$ cat src/rtl/olbg_pkg.sv
package olbg_pkg;

    // Item kinds carried on s_tuser
    localparam logic [1:0] FUNC_SET    = 2'd0;
    localparam logic [1:0] FUNC_COMMIT = 2'd1;
    localparam logic [1:0] FUNC_MAP    = 2'd2;
    localparam logic [1:0] FUNC_GAMMA  = 2'd3;

    // Configuration register indexes
    localparam logic [1:0] CFG_NUM_OUTPUTS  = 2'd0;
    localparam logic [1:0] CFG_BLEND_FRAMES = 2'd1;
    localparam logic [1:0] CFG_GAMMA_ENABLE = 2'd2;

    localparam int NUM_LANES   = 3;
    localparam int LANE_RED    = 0;
    localparam int LANE_GREEN  = 1;
    localparam int LANE_BLUE   = 2;
    localparam int BYTE_W      = 8;
    localparam int IN_TDATA_W  = 64;
    localparam int OUT_TDATA_W = 40;
    localparam int CFG_DATA_W  = 9;

    typedef enum logic [2:0] {
        ST_IDLE,
        ST_CHECK,
        ST_LANE,
        ST_EMIT
    } top_state_t;

    typedef enum logic [2:0] {
        L_CLEAR,
        L_IDLE,
        L_ACC,
        L_LAST,
        L_DIV,
        L_GAMMA,
        L_DONE
    } lane_state_t;

    typedef struct packed {
        logic start;
        logic blend_on;
        logic gamma_on;
        logic lut_we;
    } lane_ctrl_t;

    typedef struct packed {
        logic ready;
        logic done;
    } lane_stat_t;

endpackage

$ cat src/rtl/olbg_merge.sv
module olbg_merge (
    input  logic                                 aclk,
    input  logic                                 aresetn,
    input  logic                                 load,
    input  logic                                 status,
    input  logic                                 use_bytes,
    input  logic [7:0]                           slot,
    input  logic [2:0]                           frame_slot,
    input  logic [olbg_pkg::BYTE_W-1:0]          lane_byte [olbg_pkg::NUM_LANES],
    input  logic                                 m_tready,
    output logic                                 m_tvalid,
    output logic [olbg_pkg::OUT_TDATA_W-1:0]     m_tdata,
    output logic                                 m_tuser,
    output logic                                 free
);

    logic                             m_tvalid_reg;
    logic [olbg_pkg::OUT_TDATA_W-1:0] m_tdata_reg;
    logic                             m_tuser_reg;
    logic [olbg_pkg::BYTE_W-1:0]      red, green, blue;

    // Zero the bytes of anything but a successful set
    assign red   = use_bytes ? lane_byte[olbg_pkg::LANE_RED]   : '0;
    assign green = use_bytes ? lane_byte[olbg_pkg::LANE_GREEN] : '0;
    assign blue  = use_bytes ? lane_byte[olbg_pkg::LANE_BLUE]  : '0;

    assign free = !m_tvalid_reg || m_tready;

    always_ff @(posedge aclk) begin
        if (!aresetn) begin
            m_tvalid_reg <= 1'b0;
        end else if (load) begin
            m_tvalid_reg <= 1'b1;
        end else if (m_tready) begin
            m_tvalid_reg <= 1'b0;
        end
    end

    always_ff @(posedge aclk) begin
        if (load) begin
            m_tdata_reg <= {5'b0, frame_slot, red, green, blue, slot};
            m_tuser_reg <= status;
        end
    end

    assign m_tvalid = m_tvalid_reg;
    assign m_tdata  = m_tdata_reg;
    assign m_tuser  = m_tuser_reg;

endmodule

$ cat config.mk
export PLATFORM = sky130hd
export DESIGN_NAME = olbg_merge
export DESIGN_NICKNAME = d
export VERILOG_FILES = /design/src/rtl/olbg_pkg.sv /design/src/rtl/olbg_merge.sv
export SDC_FILE = /design/constraint.sdc
export NUM_CORES = 1
export LEC_CHECK = 0
export ABC_AREA = 1
export BUFFER_PORTS_ARGS = -buffer_cell sky130_fd_sc_hd__buf_4
export CORE_MARGIN = 4
export CORE_UTILIZATION = 45
export DETAILED_ROUTE_END_ITERATION = 10
export GPL_ROUTABILITY_DRIVEN = 0
export PLACE_DENSITY_LB_ADDON = 0.15
export SYNTH_ARGS = -nofsm -noshare
export SYNTH_HDL_FRONTEND = slang
export SYNTH_SLANG_ARGS = --single-unit
$ cat constraint.sdc
create_clock -name aclk -period 1.5 [get_ports aclk]
set_clock_uncertainty 0.2 [all_clocks]
set_input_delay 0.15 -clock aclk [delete_from_list [all_inputs] [get_ports aclk]]
set_output_delay 0.15 -clock aclk [all_outputs]
set_load 0.05 [all_outputs]
Word-level counts from Yosys, hierarchy flattened
Cells that the tools add are included.
{"block": "word_totals", "reg_bits": 37, "out_inout_bits": 43, "wordCells": 9}
{"block": "classes", "mux": 2, "n_reduce_logical": 3}
{"operator": "1-bit 2-to-1 mux", "count": 2}
{"operator": "2-bit nonzero test", "count": 1}
{"operator": "1-bit logical NOT", "count": 1}
{"operator": "1-bit logical OR", "count": 1}

Logic depth before layout (Yosys ltp)
{"block": "depth", "ltp_word": 2, "ltp_mapped": 3}

Worst setup path before layout
No wires, ideal clock.
{"block": "synth_timing", "path_type": "register -> register", "from": "register, netlist name m_tvalid", "to": "register m_tvalid_reg, in the netlist m_tvalid", "arrival_ps": 1254, "required_time_ps": 1227, "setup_slack_ps": -27, "stages_incl_launch_ff": 3, "path_buffers": 0, "period_less_slack_ps": 1527, "path_cell_list": "dfxtp_1 > nand2_1 > a21oi_1"}
{"item": "to (signal assigned)", "line": "olbg_merge.sv:31", "rtl": "m_tvalid_reg <= 1'b0;"}
{"item": "to (signal assigned)", "line": "olbg_merge.sv:33", "rtl": "m_tvalid_reg <= 1'b1;"}
{"item": "to (signal assigned)", "line": "olbg_merge.sv:35", "rtl": "m_tvalid_reg <= 1'b0;"}
{"item": "to (decl)", "line": "olbg_merge.sv:17", "rtl": "logic m_tvalid_reg;"}

Worst setup path after layout
{"block": "layout_timing", "from": "input port aresetn", "to": "register m_tvalid_reg, in the netlist m_tvalid"}
{"item": "from (decl)", "line": "olbg_merge.sv:3", "rtl": "input logic aresetn,"}
No word-level cell between the ends.

==> impl_metrics.tcl <==
set metrics [dict create \
    status "finished, final reports clean" \
    rsz0062_at_grt "false" \
    cts_tree "built" \
    drc_errors 0 \
    antenna_found_initial 0 \
    post_cts_buffers 0 \
    worstPathMaxFanout 1 \
    use_met2_pct 33.1 \
    drt-initial-drc-count 37 \
    synth_most_common_cell "edfxtp_1" \
    synth_seq_cells 37 \
    cts-root-buf "clkbuf_4" \
    crit_required_ns 1.53 \
    num_vias 1086 \
    muxShareOfSynthArea_pct 0 \
    die_w_microns 63.1 \
    worst_setup_path_start_kind "input pin" \
    crit-reg2reg-launch "m_tvalid$_SDFFE_PN0P_" \
    holdBufCountCts 38 \
    overflow 0 \
    routedWlPerCell_microns 13.8 \
    io_pins 84 \
    ctsResizeCount 0 \
    fmax_ghz 0.687 \
    grt_busiest_layer "met2" \
    critPathKind "in2reg" \
    hold-worst-slack_ns 0.0620 \
    synth_flop_cell "edfxtp_1" \
    core-area_sq_um 2830 \
    synthArstFlopShare_pct 0 \
    rrSetupSlack_ns 0.05 \
    yosysWarnings 0 \
    cts.path.max_buffers 2 \
    layout.nets 259 \
    firstDrtPassIters 5 \
    synth_fa_ha_area_share_pct 0 \
    synth_largest_area_cell "edfxtp_1" \
    syn2layout_area_growth_pct 74.5 \
    numClockSinks 37 \
    power_density_nw_per_um2 1010 \
    whs_path_depth 3 \
    hold_path_startpoint "use_bytes" \
    ctsHtreeMaxLevel 2 \
    drive_gt1_share_pct 39.7 \
    netlist_area_sq_um 1370 \
    port_buffers 78 \
    synth_top_family_by_area "buffers and inverters" \
    start_util_pct 48.3 \
    hp-class "in2reg" \
    ys_types 8 \
    utilization_pct 84.2 \
    syn_area_per_cell_sq_um 13.9 \
    setup_viol 0 \
    reg2regPathDepth 3 \
    use_met3_pct 7.10 \
    crit_path_end_kind "flop" \
    slew_viol_final 0 \
    grt_pass1_wl_mm 5.70 \
    synthTopCellsByCount "edfxtp_1, inv_1, nand2_1, buf_4, buf_6" \
    antenna_left 0 \
    yosys.area_share.simple_pct 6.87 \
    synth_area_leaders "edfxtp_1, inv_1, nand2_1" \
    cap_violations 0 \
    grt_pass1_vias 1159 \
    vdd_drop_max_mv 0.782 \
    synth-xor-area-share_pct 0 \
    largest_reg_flops 35 \
    fin_crit_ns 1.46 \
    synth-edff-count 36 \
    finalSetupTns_ns 0 \
    hold_viol 0 \
    clk_latency_ns 0.33 \
    met1_usage_pct 20.7 \
    drt-vias-per-instance 4.34 \
    worstReg2RegEnd "m_tvalid$_SDFFE_PN0P_" \
    yosysTopAreaCellShare_pct 79.2 \
    critPathArrivalTime_ns 1.48 \
    wirelength_mm 3.46 \
    grt_max_degree 38 \
    hold_end "m_tdata[25]$_SDFFCE_PN0P_" \
    yosysSeqAreaShare_pct 80.7 \
    num_rows 19 \
    diodes 0 \
    dieArea_sq_um 3980 \
    leakage_nw 1.20 \
    synth_compound_area_share_pct 0.367 \
    syn_inst 98 \
    post-route-period-util_pct 97.1 \
    cts_buffers 5 \
    dp_hpwl_mm 1.98 \
    die_y_microns 63.1 \
    clk_pin_slew_ns 0.11 \
    track_usage_pct 18.7 \
]
logic make-up after synthesis:
logic type | Yosys count
AO/OA/AOI/OAI | 1
buffers and inverters | 34
flip-flops | 37
other | 1
AND/OR/NAND/NOR | 25
critical path: stages:
cell	delay (ns)
dlygate4sd3_1	0.53
buf_4	0.14
inv_1	0.05
a21oi_1	0.04
dlygate4sd3_1	0.57
per-stage QoR:
step           total power [mW]  setup WS, ns  instances  cell area [sq um]
2_1_floorplan              1.63         0.131        102               1380
3_3_place_gp               1.84         0.408        204               1950
3_5_place_dp               1.85         0.374        204               1950
4_1_cts                    2.42         0.130        250               2380
5_1_grt                    2.52        0.0184        250               2380
6_report                   2.41        0.0440        250               2380
area by class of cell:
| type | instances | area (sq um) |
|---|---|---|
| clock inverters | 3 | 17.5 |
| multi-input cells | 31 | 120 |
| well taps | 31 | 38.8 |
| inverters | 27 | 101 |
| fillers | 155 | 447 |
| repair buffers | 116 | 966 |
| flip-flops and latches | 37 | 1100 |
| clock buffers | 5 | 37.5 |
metal layers:
metal  vias up  part of all wire (%)
li1        531                     -
met1       492                    37
met2        58                    52
met3         5                    10
met4         0                   1.2
met5         -                     0
report_power, final:
part / internal (mW) / switching [mW]
logic: 0.240 / 0.422
clock network: 0.177 / 0.322
registers: 1.22 / 0.0244
placed cells by master, fill, tap and decap left out:
cell           netlist  layout
a21oi_1              1       1
buf_4                5      78
inv_1               27      27
clkinvlp_4           0       1
nand2_2              0       1
edfxtp_1            36      36
nand2_1             25      24
clkinv_2             0       2
conb_1               1       5
dlygate4sd3_1        0      38
dfxtp_1              1       1
clkbuf_4             0       5
how the worst max path moves through the flow:
| stage | endpoint | startpoint | slack (ns) | cells after the start |
|---|---|---|---|---|
| 6_report | m_tvalid$_SDFFE_PN0P_ | aresetn | 0.04 | 5 |
| 5_1_grt | m_tvalid$_SDFFE_PN0P_ | aresetn | 0.02 | 5 |
| 4_1_cts | m_tvalid$_SDFFE_PN0P_ | aresetn | 0.13 | 5 |
| 3_5_place_dp | m_tdata[3]$_DFFE_PP_ | load | 0.37 | 1 |
| 3_3_place_gp | m_tdata[34]$_DFFE_PP_ | load | 0.41 | 1 |
| 2_1_floorplan | m_tvalid$_SDFFE_PN0P_ | m_tvalid$_SDFFE_PN0P_ | 0.13 | 2 |
Power figures use the tool's default switching activity.
